$ cat src/rtl/core/form_field_extract_decode_assert.svh
// Assertion macros shared by the form field extractor RTL.
`ifndef FORM_FIELD_EXTRACT_DECODE_ASSERT_SVH
`define FORM_FIELD_EXTRACT_DECODE_ASSERT_SVH

// Same-cycle implication, disabled during reset.
`define FFE_ASSERT_IMPLY(label, clk, rst, ante, cons) \
   label: assert property (@(posedge clk) disable iff (rst) (ante) |-> (cons)) \
      else $error("form field extractor: implication check failed");

// Next-cycle implication, disabled during reset.
`define FFE_ASSERT_NEXT(label, clk, rst, ante, cons) \
   label: assert property (@(posedge clk) disable iff (rst) (ante) |=> (cons)) \
      else $error("form field extractor: next-cycle check failed");

`endif

$ cat src/rtl/core/ffe_pkg.sv
// Types, constants and helper functions of the form field extractor.
`default_nettype none

package ffe_pkg;

   localparam int KEY_MAX_BYTES = 8;
   localparam int KEY_POS_W     = $clog2(KEY_MAX_BYTES + 1);
   localparam int KEY_IDX_W     = (KEY_MAX_BYTES > 1) ? $clog2(KEY_MAX_BYTES) : 1;

   localparam int BYTE_W    = 8;
   localparam int KEY_W     = 64;
   localparam int KEY_LEN_W = 4;
   localparam int VLEN_W    = 8;
   localparam int STATUS_W  = 2;
   localparam int CSR_IDX_W = 2;
   localparam int CSR_W     = KEY_W;

   localparam int QUEUE_DEPTH = 2;
   localparam int QCNT_W      = 2;

   localparam logic [KEY_W-1:0]     KEY_BYTES_RST     = 64'd1684632435;
   localparam logic [KEY_LEN_W-1:0] KEY_CHARS_RST     = 4'd4;
   localparam logic [VLEN_W-1:0]    MAX_VALUE_LEN_RST = 8'd32;

   localparam logic [CSR_IDX_W-1:0] CSR_KEY_BYTES     = 2'd0;
   localparam logic [CSR_IDX_W-1:0] CSR_KEY_CHARS     = 2'd1;
   localparam logic [CSR_IDX_W-1:0] CSR_MAX_VALUE_LEN = 2'd2;

   localparam logic [BYTE_W-1:0] CH_NUL   = 8'h00;
   localparam logic [BYTE_W-1:0] CH_SPACE = 8'h20;
   localparam logic [BYTE_W-1:0] CH_PCT   = 8'h25;
   localparam logic [BYTE_W-1:0] CH_AMP   = 8'h26;
   localparam logic [BYTE_W-1:0] CH_PLUS  = 8'h2B;
   localparam logic [BYTE_W-1:0] CH_EQ    = 8'h3D;
   localparam logic [BYTE_W-1:0] CH_0     = 8'h30;
   localparam logic [BYTE_W-1:0] CH_9     = 8'h39;
   localparam logic [BYTE_W-1:0] CH_UA    = 8'h41;
   localparam logic [BYTE_W-1:0] CH_UF    = 8'h46;
   localparam logic [BYTE_W-1:0] CH_LA    = 8'h61;
   localparam logic [BYTE_W-1:0] CH_LF    = 8'h66;
   localparam logic [BYTE_W-1:0] HEX_ALPHA_BASE = 8'd10;

   typedef enum logic [STATUS_W-1:0] {
      ST_FOUND       = 2'd0,
      ST_NOT_FOUND   = 2'd1,
      ST_DECODE_FAIL = 2'd2
   } status_type;

   typedef enum logic [1:0] {
      PH_KEY   = 2'd0,
      PH_SKIP  = 2'd1,
      PH_VALUE = 2'd2,
      PH_DONE  = 2'd3
   } phase_type;

   typedef enum logic [1:0] {
      ESC_NONE = 2'd0,
      ESC_PCT  = 2'd1,
      ESC_HIGH = 2'd2
   } esc_type;

   typedef struct packed {
      logic [KEY_W-1:0]     key_bytes;
      logic [KEY_LEN_W-1:0] key_chars;
      logic [VLEN_W-1:0]    max_value_len;
   } cfg_type;

   typedef struct packed {
      logic [BYTE_W-1:0] value_byte;
      logic              is_status;
      status_type        status;
      logic              last_of_run;
   } result_type;

   typedef struct packed {
      logic [QCNT_W-1:0] count;
      result_type        first;
      result_type        second;
      logic              body_end;
   } step_type;

   // Bit 4 flags a character that is not a hex digit; bits 3:0 hold the nibble.
   function automatic logic [4:0] hex_nibble(input logic [BYTE_W-1:0] c);
      logic [4:0] r;
      r = 5'b1_0000;
      if (c >= CH_0 && c <= CH_9) begin
         r = {1'b0, 4'(c - CH_0)};
      end else if (c >= CH_LA && c <= CH_LF) begin
         r = {1'b0, 4'(c - CH_LA + HEX_ALPHA_BASE)};
      end else if (c >= CH_UA && c <= CH_UF) begin
         r = {1'b0, 4'(c - CH_UA + HEX_ALPHA_BASE)};
      end
      return r;
   endfunction

endpackage

`default_nettype wire

$ cat src/rtl/core/ffe_req_if.sv
// Body byte channel of the form field extractor.
`default_nettype none

interface ffe_req_if;
   logic                        valid;
   logic                        ready;
   logic [ffe_pkg::BYTE_W-1:0]  body_byte;
   logic                        body_last;

   modport source (output valid, output body_byte, output body_last, input ready);
   modport sink   (input valid, input body_byte, input body_last, output ready);
endinterface

`default_nettype wire

$ cat src/rtl/core/ffe_rsp_if.sv
// Result channel of the form field extractor.
`default_nettype none

interface ffe_rsp_if;
   logic                          valid;
   logic                          ready;
   logic [ffe_pkg::BYTE_W-1:0]    value_byte;
   logic                          is_status;
   logic [ffe_pkg::STATUS_W-1:0]  status;
   logic                          last_of_run;

   modport source (output valid, output value_byte, output is_status, output status,
                   output last_of_run, input ready);
   modport sink   (input valid, input value_byte, input is_status, input status,
                   input last_of_run, output ready);
endinterface

`default_nettype wire

$ cat src/rtl/core/form_field_extract_decode.sv
// Top level of the url-encoded form field extractor and decoder.
`default_nettype none

`include "form_field_extract_decode_assert.svh"

// Form field extractor: feed a url-encoded form body one byte per transaction
// on req_bus (body_last on the final byte; a zero byte also ends the body and
// is not itself body text). The block looks for the first pair whose name
// equals the csr key and streams that pair's value out decoded on rsp_bus,
// with '+' turned into a space and %XX into one byte. Every body closes with
// exactly one status transaction (is_status set): 0 found, 1 not found,
// 2 decode failure; last_of_run marks the final result of each input byte.
// Rate: one body byte per cycle while the queue has room for its results. A
// byte moves from the input register through one decode step into a two-slot
// result queue, so a new byte is taken while results still wait on rsp_bus.
// The queue drains one transaction a cycle while rsp_bus is ready; a byte that
// yields two results (a value byte together with body_last) holds in the input
// register until the queue is empty or empties in that cycle, so with rsp_bus
// ready it is held back only when the byte before it also left two results.
// Write the csr registers only while no body is in flight: index 0 key bytes
// (first character lowest), 1 key length (clamped to eight), 2 maximum value
// length.

module form_field_extract_decode (
   input  wire logic                           clock,
   input  wire logic                           reset,
   ffe_req_if.sink                             req_bus,
   ffe_rsp_if.source                           rsp_bus,
   input  wire logic                           csr_we,
   input  wire logic [ffe_pkg::CSR_IDX_W-1:0]  csr_index,
   input  wire logic [ffe_pkg::CSR_W-1:0]      csr_wdata
);

   // Configuration registers.
   ffe_pkg::cfg_type                 cfg_ff;

   // Input register: holds one body byte until the decode step takes it.
   logic                             in_valid_ff;
   logic [ffe_pkg::BYTE_W-1:0]       in_byte_ff;
   logic                             in_last_ff;

   ffe_pkg::step_type                step;
   ffe_pkg::phase_type               parse_phase;
   ffe_pkg::result_type              head;
   logic                             head_valid;
   logic [ffe_pkg::QCNT_W-1:0]       free_count;
   logic [ffe_pkg::QCNT_W-1:0]       push_count;
   logic                             advance;
   logic                             req_take;

   // Advance the held byte only when the queue has room for all its results.
   assign advance    = in_valid_ff && (step.count <= free_count);
   assign push_count = advance ? step.count : '0;

   assign req_bus.ready = !in_valid_ff || advance;
   assign req_take      = req_bus.valid && req_bus.ready;

   always_ff @(posedge clock) begin
      if (reset) begin
         cfg_ff.key_bytes     <= ffe_pkg::KEY_BYTES_RST;
         cfg_ff.key_chars     <= ffe_pkg::KEY_CHARS_RST;
         cfg_ff.max_value_len <= ffe_pkg::MAX_VALUE_LEN_RST;
      end else if (csr_we) begin
         case (csr_index)
            ffe_pkg::CSR_KEY_BYTES: begin
               cfg_ff.key_bytes <= csr_wdata;
            end
            ffe_pkg::CSR_KEY_CHARS: begin
               cfg_ff.key_chars <= csr_wdata[ffe_pkg::KEY_LEN_W-1:0];
            end
            ffe_pkg::CSR_MAX_VALUE_LEN: begin
               cfg_ff.max_value_len <= csr_wdata[ffe_pkg::VLEN_W-1:0];
            end
            default: begin
               // drop writes to unused indexes
            end
         endcase
      end
   end

   // Hold the valid flag; the payload needs no reset.
   always_ff @(posedge clock) begin
      if (reset) begin
         in_valid_ff <= 1'b0;
      end else if (req_take) begin
         in_valid_ff <= 1'b1;
      end else if (advance) begin
         in_valid_ff <= 1'b0;
      end
   end

   always_ff @(posedge clock) begin
      if (req_take) begin
         in_byte_ff <= req_bus.body_byte;
         in_last_ff <= req_bus.body_last;
      end
   end

   ffe_parse u_parse (
      .clock       (clock),
      .reset       (reset),
      .advance     (advance),
      .body_byte   (in_byte_ff),
      .body_last   (in_last_ff),
      .cfg         (cfg_ff),
      .step        (step),
      .parse_phase (parse_phase)
   );

   ffe_rsp_queue u_rsp_queue (
      .clock       (clock),
      .reset       (reset),
      .push_count  (push_count),
      .push_first  (step.first),
      .push_second (step.second),
      .pop_ready   (rsp_bus.ready),
      .head        (head),
      .head_valid  (head_valid),
      .free_count  (free_count)
   );

   assign rsp_bus.valid       = head_valid;
   assign rsp_bus.value_byte  = head.value_byte;
   assign rsp_bus.is_status   = head.is_status;
   assign rsp_bus.status      = head.status;
   assign rsp_bus.last_of_run = head.last_of_run;

   // A decoded value byte is never zero: zero closes the value as a failure.
   `FFE_ASSERT_IMPLY(a_value_nonzero, clock, reset, rsp_bus.valid && !rsp_bus.is_status, rsp_bus.value_byte != 8'd0)
   // The closing status is always the final result of its input byte.
   `FFE_ASSERT_IMPLY(a_status_ends_run, clock, reset, rsp_bus.valid && rsp_bus.is_status, rsp_bus.last_of_run)
   // A body end consumed by the decode step rearms the key comparison.
   `FFE_ASSERT_NEXT(a_body_end_rearms, clock, reset, advance && step.body_end, parse_phase == ffe_pkg::PH_KEY)

endmodule

`default_nettype wire

$ cat src/rtl/core/ffe_parse.sv
// Per-byte parse state and decode step of the form field extractor.
`default_nettype none

module ffe_parse (
   input  wire logic                        clock,
   input  wire logic                        reset,
   input  wire logic                        advance,
   input  wire logic [ffe_pkg::BYTE_W-1:0]  body_byte,
   input  wire logic                        body_last,
   input  wire ffe_pkg::cfg_type            cfg,
   output ffe_pkg::step_type                step,
   output ffe_pkg::phase_type               parse_phase
);

   ffe_pkg::phase_type                 phase_ff, phase_in;
   logic [ffe_pkg::KEY_POS_W-1:0]      key_pos_ff, key_pos_in;
   logic                               key_mis_ff, key_mis_in;
   ffe_pkg::esc_type                   esc_ff, esc_in;
   logic [3:0]                         high_nib_ff, high_nib_in;
   logic [ffe_pkg::VLEN_W-1:0]         count_ff, count_in;

   logic [ffe_pkg::KEY_POS_W-1:0]      klen;
   logic [ffe_pkg::KEY_IDX_W-1:0]      key_idx;
   logic [ffe_pkg::BYTE_W-1:0]         key_char;
   logic [4:0]                         hex;
   logic                               body_end;
   logic                               give_req;
   logic [ffe_pkg::BYTE_W-1:0]         give_val;
   logic                               fin_req;
   ffe_pkg::status_type                fin_st;
   logic                               take_valid;
   ffe_pkg::result_type                take_res;
   logic                               end_valid;
   ffe_pkg::result_type                end_res;

   // Clamp the key length to the key store.
   assign klen = (cfg.key_chars > ffe_pkg::KEY_LEN_W'(ffe_pkg::KEY_MAX_BYTES))
               ? ffe_pkg::KEY_POS_W'(ffe_pkg::KEY_MAX_BYTES)
               : ffe_pkg::KEY_POS_W'(cfg.key_chars);
   assign key_idx  = key_pos_ff[ffe_pkg::KEY_IDX_W-1:0];
   assign key_char = cfg.key_bytes[{key_idx, 3'b000} +: ffe_pkg::BYTE_W];
   assign hex      = ffe_pkg::hex_nibble(body_byte);
   assign body_end = (body_byte == ffe_pkg::CH_NUL) || body_last;

   assign parse_phase = phase_ff;

   always_comb begin
      phase_in    = phase_ff;
      key_pos_in  = key_pos_ff;
      key_mis_in  = key_mis_ff;
      esc_in      = esc_ff;
      high_nib_in = high_nib_ff;
      count_in    = count_ff;
      give_req    = 1'b0;
      give_val    = ffe_pkg::CH_NUL;
      fin_req     = 1'b0;
      fin_st      = ffe_pkg::ST_FOUND;
      take_valid  = 1'b0;
      take_res    = '0;
      end_valid   = 1'b0;
      end_res     = '0;

      if (body_byte != ffe_pkg::CH_NUL) begin
         case (phase_ff)
            ffe_pkg::PH_KEY: begin
               if (body_byte == ffe_pkg::CH_AMP) begin
                  key_pos_in = '0;
                  key_mis_in = 1'b0;
               end else if (body_byte == ffe_pkg::CH_EQ) begin
                  if (!key_mis_ff && key_pos_ff == klen) begin
                     phase_in = ffe_pkg::PH_VALUE;
                     esc_in   = ffe_pkg::ESC_NONE;
                     count_in = '0;
                  end else begin
                     phase_in = ffe_pkg::PH_SKIP;
                  end
               end else if (key_pos_ff < klen && body_byte == key_char) begin
                  key_pos_in = key_pos_ff + 1'b1;
               end else begin
                  key_mis_in = 1'b1;
               end
            end
            ffe_pkg::PH_SKIP: begin
               if (body_byte == ffe_pkg::CH_AMP) begin
                  phase_in   = ffe_pkg::PH_KEY;
                  key_pos_in = '0;
                  key_mis_in = 1'b0;
               end
            end
            ffe_pkg::PH_VALUE: begin
               if (esc_ff == ffe_pkg::ESC_NONE) begin
                  if (body_byte == ffe_pkg::CH_AMP) begin
                     fin_req = 1'b1;
                     fin_st  = ffe_pkg::ST_FOUND;
                  end else if (body_byte == ffe_pkg::CH_PLUS) begin
                     give_req = 1'b1;
                     give_val = ffe_pkg::CH_SPACE;
                  end else if (body_byte == ffe_pkg::CH_PCT) begin
                     esc_in = ffe_pkg::ESC_PCT;
                  end else begin
                     give_req = 1'b1;
                     give_val = body_byte;
                  end
               end else if (body_byte == ffe_pkg::CH_AMP || hex[4]) begin
                  fin_req = 1'b1;
                  fin_st  = ffe_pkg::ST_DECODE_FAIL;
               end else if (esc_ff == ffe_pkg::ESC_PCT) begin
                  high_nib_in = hex[3:0];
                  esc_in      = ffe_pkg::ESC_HIGH;
               end else begin
                  esc_in   = ffe_pkg::ESC_NONE;
                  give_req = 1'b1;
                  give_val = {high_nib_ff, hex[3:0]};
               end
            end
            default: begin
            end
         endcase
      end

      // A decoded zero or a byte past the limit closes the value as a failure.
      if (give_req) begin
         if (give_val == ffe_pkg::CH_NUL || count_ff >= cfg.max_value_len) begin
            fin_req = 1'b1;
            fin_st  = ffe_pkg::ST_DECODE_FAIL;
         end else begin
            count_in            = count_ff + 1'b1;
            take_valid          = 1'b1;
            take_res.value_byte = give_val;
         end
      end

      if (fin_req) begin
         phase_in           = ffe_pkg::PH_DONE;
         esc_in             = ffe_pkg::ESC_NONE;
         take_valid         = 1'b1;
         take_res.is_status = 1'b1;
         take_res.status    = fin_st;
      end

      if (body_end) begin
         if (phase_in != ffe_pkg::PH_DONE) begin
            end_valid         = 1'b1;
            end_res.is_status = 1'b1;
            if (phase_in == ffe_pkg::PH_VALUE) begin
               end_res.status = (esc_in != ffe_pkg::ESC_NONE) ? ffe_pkg::ST_DECODE_FAIL
                                                              : ffe_pkg::ST_FOUND;
            end else begin
               end_res.status = ffe_pkg::ST_NOT_FOUND;
            end
         end
         phase_in    = ffe_pkg::PH_KEY;
         key_pos_in  = '0;
         key_mis_in  = 1'b0;
         esc_in      = ffe_pkg::ESC_NONE;
         high_nib_in = '0;
         count_in    = '0;
      end

      take_res.last_of_run = !end_valid;
      end_res.last_of_run  = 1'b1;

      step.count    = {take_valid & end_valid, take_valid ^ end_valid};
      step.first    = take_valid ? take_res : end_res;
      step.second   = end_res;
      step.body_end = body_end;
   end

   always_ff @(posedge clock) begin
      if (reset) begin
         phase_ff    <= ffe_pkg::PH_KEY;
         key_pos_ff  <= '0;
         key_mis_ff  <= 1'b0;
         esc_ff      <= ffe_pkg::ESC_NONE;
         high_nib_ff <= '0;
         count_ff    <= '0;
      end else if (advance) begin
         phase_ff    <= phase_in;
         key_pos_ff  <= key_pos_in;
         key_mis_ff  <= key_mis_in;
         esc_ff      <= esc_in;
         high_nib_ff <= high_nib_in;
         count_ff    <= count_in;
      end
   end

endmodule

`default_nettype wire

$ cat src/rtl/core/ffe_rsp_queue.sv
// Two-slot result queue: takes up to two results a cycle, gives one while pop_ready is set.
`default_nettype none

module ffe_rsp_queue (
   input  wire logic                         clock,
   input  wire logic                         reset,
   input  wire logic [ffe_pkg::QCNT_W-1:0]   push_count,
   input  wire ffe_pkg::result_type          push_first,
   input  wire ffe_pkg::result_type          push_second,
   input  wire logic                         pop_ready,
   output ffe_pkg::result_type               head,
   output logic                              head_valid,
   output logic [ffe_pkg::QCNT_W-1:0]        free_count
);

   ffe_pkg::result_type            slot0_ff, slot0_in;
   ffe_pkg::result_type            slot1_ff, slot1_in;
   logic [ffe_pkg::QCNT_W-1:0]     fill_ff, fill_in;
   logic [ffe_pkg::QCNT_W-1:0]     fill_after;
   logic                           pop;

   assign head       = slot0_ff;
   assign head_valid = (fill_ff != '0);
   assign pop        = head_valid && pop_ready;
   assign fill_after = fill_ff - ffe_pkg::QCNT_W'(pop);
   assign free_count = ffe_pkg::QCNT_W'(ffe_pkg::QUEUE_DEPTH) - fill_after;

   always_comb begin
      slot0_in = pop ? slot1_ff : slot0_ff;
      slot1_in = slot1_ff;
      if (push_count != '0) begin
         if (fill_after == '0) begin
            slot0_in = push_first;
         end else begin
            slot1_in = push_first;
         end
      end
      // Two pushes only ever land in an empty queue.
      if (push_count == ffe_pkg::QCNT_W'(ffe_pkg::QUEUE_DEPTH)) begin
         slot1_in = push_second;
      end
      fill_in = fill_after + push_count;
   end

   always_ff @(posedge clock) begin
      if (reset) begin
         fill_ff <= '0;
      end else begin
         fill_ff <= fill_in;
      end
   end

   always_ff @(posedge clock) begin
      slot0_ff <= slot0_in;
      slot1_ff <= slot1_in;
   end

endmodule

`default_nettype wire
$ cat src/flat_wrapper.sv
// flat-port wrapper written by rule: the top's interface ports become plain ports
module form_field_extract_decode_flat 
  (clock, reset, csr_we, csr_index, csr_wdata, req_bus_valid, req_bus_body_byte, req_bus_body_last, req_bus_ready, rsp_bus_valid, rsp_bus_value_byte, rsp_bus_is_status, rsp_bus_status, rsp_bus_last_of_run, rsp_bus_ready);
  ffe_req_if req_bus_i ();
  ffe_rsp_if rsp_bus_i ();
  input  wire logic clock;
  input  wire logic reset;
  input  wire logic csr_we;
  input  wire logic [ffe_pkg::CSR_IDX_W-1:0] csr_index;
  input  wire logic [ffe_pkg::CSR_W-1:0] csr_wdata;
  input wire logic [$bits(req_bus_i.valid)-1:0] req_bus_valid;
  input wire logic [$bits(req_bus_i.body_byte)-1:0] req_bus_body_byte;
  input wire logic [$bits(req_bus_i.body_last)-1:0] req_bus_body_last;
  output wire logic [$bits(req_bus_i.ready)-1:0] req_bus_ready;
  output wire logic [$bits(rsp_bus_i.valid)-1:0] rsp_bus_valid;
  output wire logic [$bits(rsp_bus_i.value_byte)-1:0] rsp_bus_value_byte;
  output wire logic [$bits(rsp_bus_i.is_status)-1:0] rsp_bus_is_status;
  output wire logic [$bits(rsp_bus_i.status)-1:0] rsp_bus_status;
  output wire logic [$bits(rsp_bus_i.last_of_run)-1:0] rsp_bus_last_of_run;
  input wire logic [$bits(rsp_bus_i.ready)-1:0] rsp_bus_ready;
  assign req_bus_i.valid = req_bus_valid;
  assign req_bus_i.body_byte = req_bus_body_byte;
  assign req_bus_i.body_last = req_bus_body_last;
  assign req_bus_ready = req_bus_i.ready;
  assign rsp_bus_valid = rsp_bus_i.valid;
  assign rsp_bus_value_byte = rsp_bus_i.value_byte;
  assign rsp_bus_is_status = rsp_bus_i.is_status;
  assign rsp_bus_status = rsp_bus_i.status;
  assign rsp_bus_last_of_run = rsp_bus_i.last_of_run;
  assign rsp_bus_i.ready = rsp_bus_ready;
  form_field_extract_decode u_core (.clock(clock), .reset(reset), .req_bus(req_bus_i), .rsp_bus(rsp_bus_i), .csr_we(csr_we), .csr_index(csr_index), .csr_wdata(csr_wdata));
endmodule
$ cat config.mk
export PLATFORM = sky130hd
export DESIGN_NAME = form_field_extract_decode_flat
export DESIGN_NICKNAME = d
export VERILOG_FILES = /design/src/rtl/core/ffe_pkg.sv /design/src/rtl/core/ffe_req_if.sv /design/src/rtl/core/ffe_rsp_if.sv /design/src/rtl/core/form_field_extract_decode.sv /design/src/rtl/core/ffe_parse.sv /design/src/rtl/core/ffe_rsp_queue.sv /design/src/flat_wrapper.sv
export VERILOG_INCLUDE_DIRS = /design/src /design/src/rtl/core
export SDC_FILE = /design/constraint.sdc
export NUM_CORES = 1
export LEC_CHECK = 0
export BUFFER_PORTS_ARGS = -buffer_cell sky130_fd_sc_hd__buf_2
export CAP_MARGIN = 40
export CORE_ASPECT_RATIO = 1.75
export CORE_MARGIN = 5
export CORE_UTILIZATION = 50
export CTS_BUF_LIST = sky130_fd_sc_hd__clkbuf_4
export CTS_CLUSTER_DIAMETER = 40
export CTS_CLUSTER_SIZE = 16
export DETAILED_ROUTE_END_ITERATION = 7
export MAX_ROUTING_LAYER = met4
export PLACE_DENSITY = 0.71
export SYNTH_ARGS = -nofsm -noshare
export SYNTH_HDL_FRONTEND = slang
export SYNTH_SLANG_ARGS = --single-unit
$ cat constraint.sdc
create_clock -name clock -period 5.4 [get_ports clock]
set_clock_uncertainty 0.05 [all_clocks]
set_input_delay 0.54 -clock clock [delete_from_list [all_inputs] [get_ports clock]]
set_output_delay 0.54 -clock clock [all_outputs]
set_load 0.05 [all_outputs]
==> run_results.csv <==
group,metric,value,unit
critical_path,ff2ff_path_depth,17,
clock_tree,cts_made_buffers,17,
place,place_area,7510,µm²
sta,setup_viol,0,
sta,maxSlewViolCount,0,
clock_tree,cts_hold_buf,0,
die,core,13800,µm²
synthesis,syn-num-nets,903,
die,io-pin-count,94,
sta,fmax,0.200,GHz
finish,most-common-layout-cells,"nand2_1, dfxtp_1, buf_2, a21oi_1",
flow_run,cap_violations,0,
synthesis,synth_cell_type_count,76,
synthesis,syn_inst,799,
sta,worst_pin_slew,865,ps
critical_path,end_kind,"output pin",
die,start_util,50.3,%
die,dieArea,16400,µm²
synthesis,yosys-top-cells-area,"dfxtp_1, nand2_1, mux2i_1",
global_routing,overflow,0,
sta,rsz0062_at_grt,"false",
synthesis,yosysWarnings,0,
clock_tree,clk_pin_slew,130,ps
die,die_h,166,µm
sta,min_period,4990,ps
detailed_routing,drt_iter0_drc,231,
synthesis,synth_edf_count,12,
finish,postLayoutCellArea,7800,µm²
clock_tree,cts_root_buffer,"clkbuf_4",
critical_path,rrSetupSlack,680,ps
pwr,peakVddDrop,0.175,mV
synthesis,synth_flop_cell,"dfxtp_1",
global_routing,grt_max_degree,65,
critical_path,critical_path_peak_fanout,10,
die,die_w,98.9,µm
synthesis,synth_area_per_cell,8.66,µm²
finish,fin_nets,981,
global_routing,antenna_found_initial,1,
place,gp_congestion,0.946,
clock_tree,cts_resized,0,
sta,fin_crit_sh,92.4,%
clock_tree,cts_sinks,133,
pwr,power.density,329,nW/µm²
place,portBuffers,93,
detailed_routing,num_vias,6013,
status,status,"complete, no violations",
detailed_routing,postRouteAntennaNets,0,
finish,layout-drive-gt1-share,20.6,%
synthesis,synthArstFlopShare,0,%
synthesis,synth_top_area_share,35.0,%
synthesis,synth-seq-area-share,40.2,%
sta,slew-limit-headroom,42.4,%
global_routing,grtUsageTotal,23.0,%
synthesis,syn_area,6920,µm²
clock_tree,clockBufferDepth,2,
min_path,whs_endpoint,"u_core.in_byte_ff[7]$_DFFE_PP_",
critical_path,worstPathArrival,4400,ps
clock_tree,cts_tree,"yes",
die,placementRows,57,
critical_path,r2r_start,"u_core.in_byte_ff[0]$_DFFE_PP_",
critical_path,reg2reg_to,"u_core.u_rsp_queue.fill_ff[1]$_SDFF_PP0_",
synthesis,synth_top_area_cell,"dfxtp_1",
detailed_routing,post_drt_wl_per_cell,17.1,µm
sta,finalSetupTns,0,ps
synthesis,ys_ff_latch,133,
sta,holdWs,108,ps
critical_path,crit_type,"reg -> out",
finish,layout_commonest_cell,"nand2_1",
critical_path,cp-start-kind,"flop",
finish,fillers,1277,
finish,area_delta_synth_final,12.8,%
detailed_routing,dr.pass1.iters,4,
min_path,hp-class,"in -> reg",
sta,final_hold_viol_count,0,
global_routing,grt_pass1_vias,5959,
detailed_routing,drc,0,
place,dp_hpwl,13.9,mm
detailed_routing,wirelength,18.3,mm
critical_path,crit_required,4810,ps
clock_tree,clk_latency,550,ps
min_path,worstHoldStart,"req_bus_body_byte[7]",
global_routing,grt_pass1_wl,29.3,mm
clock_tree,cts_setup_buffers,0,
pwr,p_leak,0.00328,µW
detailed_routing,via_per_inst,5.63,
clock_tree,htreeDepth,4,
min_path,holdPathStages,1,
==> flip-flops by register name, indices dropped and copies added, names as in the netlist <==
| name | cells |
|---|---|
| u_core.u_parse.key_pos_ff | 4 |
| u_core.u_rsp_queue.fill_ff | 2 |
| u_core.cfg_ff | 76 |
| u_core.u_parse.key_mis_ff | 1 |
| u_core.u_parse.esc_ff | 2 |
| u_core.u_rsp_queue.head | 12 |
| u_core.in_last_ff | 1 |
| u_core.u_parse.count_ff | 8 |
| u_core.u_rsp_queue.slot1_ff | 12 |
| u_core.in_valid_ff | 1 |
| u_core.u_parse.parse_phase | 2 |
| u_core.in_byte_ff | 8 |
| u_core.u_parse.high_nib_ff | 4 |
==> metal layers <==
metal	wire [µm]	global-route usage (%)	vias up
met5	0	-	-
met4	666	11.1	0
met3	607	3.41	53
met2	10300	43.4	149
met1	6630	22.2	2812
li1	-	-	2999
==> critical path: stages, from the launching register on <==
cell and delay [ps]:
edfxtp_1 550, inv_1 200, ha_1 190, or3b_2 480, nand3_1 230, a31oi_1 270, or3_4 470, nor2_1 220
ha_1 280, nor2b_1 130, o21ai_0 310, inv_1 100, nand2_1 140, buf_2 280
==> power by group <==
part / switching, µW / internal [µW]
Sequential: 64.9 / 1080
Combinational: 461 / 267
Clock: 400 / 292
==> kinds of logic (layout without fill, tap and decap cells) <==
kind of cell / Yosys count / count (layout) / synth area share (%)
AO/OA/AOI/OAI: 165 / 165 / 15.0
XOR/XNOR: 11 / 11 / 1.39
adder cells (fa/ha/maj): 24 / 24 / 4.34
buffers and inverters: 75 / 166 / 4.36
flip-flops: 133 / 133 / 40.2
multiplexers: 60 / 60 / 11.6
other: 0 / 1 / 0
AND/OR/NAND/NOR: 331 / 331 / 23.0
==> cell usage after synthesis, types with 7 or more instances <==
cell type / number
mux4_2: 16
clkbuf_1: 31
dfxtp_1: 121
nor3_1: 12
a31oi_1: 8
a21oi_1: 75
buf_1: 7
nand3_1: 40
nand2_1: 164
edfxtp_1: 12
nand4_1: 9
nor2_1: 40
nor2b_1: 10
nand2b_1: 7
inv_1: 26
mux2i_1: 40
xnor2_1: 10
o21ai_0: 25
ha_1: 24
==> worst max-delay path by stage <==
stage / end / slack, ps / cells after the start / startpoint
after global placement: u_core.u_rsp_queue.fill_ff[1]$_SDFF_PP0_ / 770 / 17 / u_core.in_byte_ff[0]$_DFFE_PP_
after floorplan: u_core.u_rsp_queue.fill_ff[1]$_SDFF_PP0_ / 840 / 20 / u_core.in_byte_ff[0]$_DFFE_PP_
after detailed placement: u_core.u_rsp_queue.fill_ff[1]$_SDFF_PP0_ / 660 / 17 / u_core.in_byte_ff[0]$_DFFE_PP_
after CTS: req_bus_ready / 330 / 13 / u_core.in_byte_ff[0]$_DFFE_PP_
after global routing: req_bus_ready / 100 / 13 / u_core.in_byte_ff[1]$_DFFE_PP_
final: req_bus_ready / 410 / 13 / u_core.in_byte_ff[0]$_DFFE_PP_
==> through the flow <==
step	instances	setup slack (ps)	power, µW	utilization [%]
2_1_floorplan	799	835	1700	-
3_3_place_gp	1035	773	1890	54.6
3_5_place_dp	1035	656	1900	54.6
4_1_cts	1067	331	2580	56.7
5_1_grt	1068	102	2700	56.7
6_report	1068	409	2560	56.7
==> layout make-up <==
cell class,instances,area [µm²],area share (%)
flip-flops and latches,133,2780,35.7
inverters,28,105,1.35
well taps,177,221,2.84
clock buffers,19,143,1.83
diodes,1,2.50,0.0321
repair buffers,106,563,7.22
multi-input cells,591,3840,49.2
clock inverters,13,148,1.89
No activity file was read; power rests on OpenSTA's default activity.
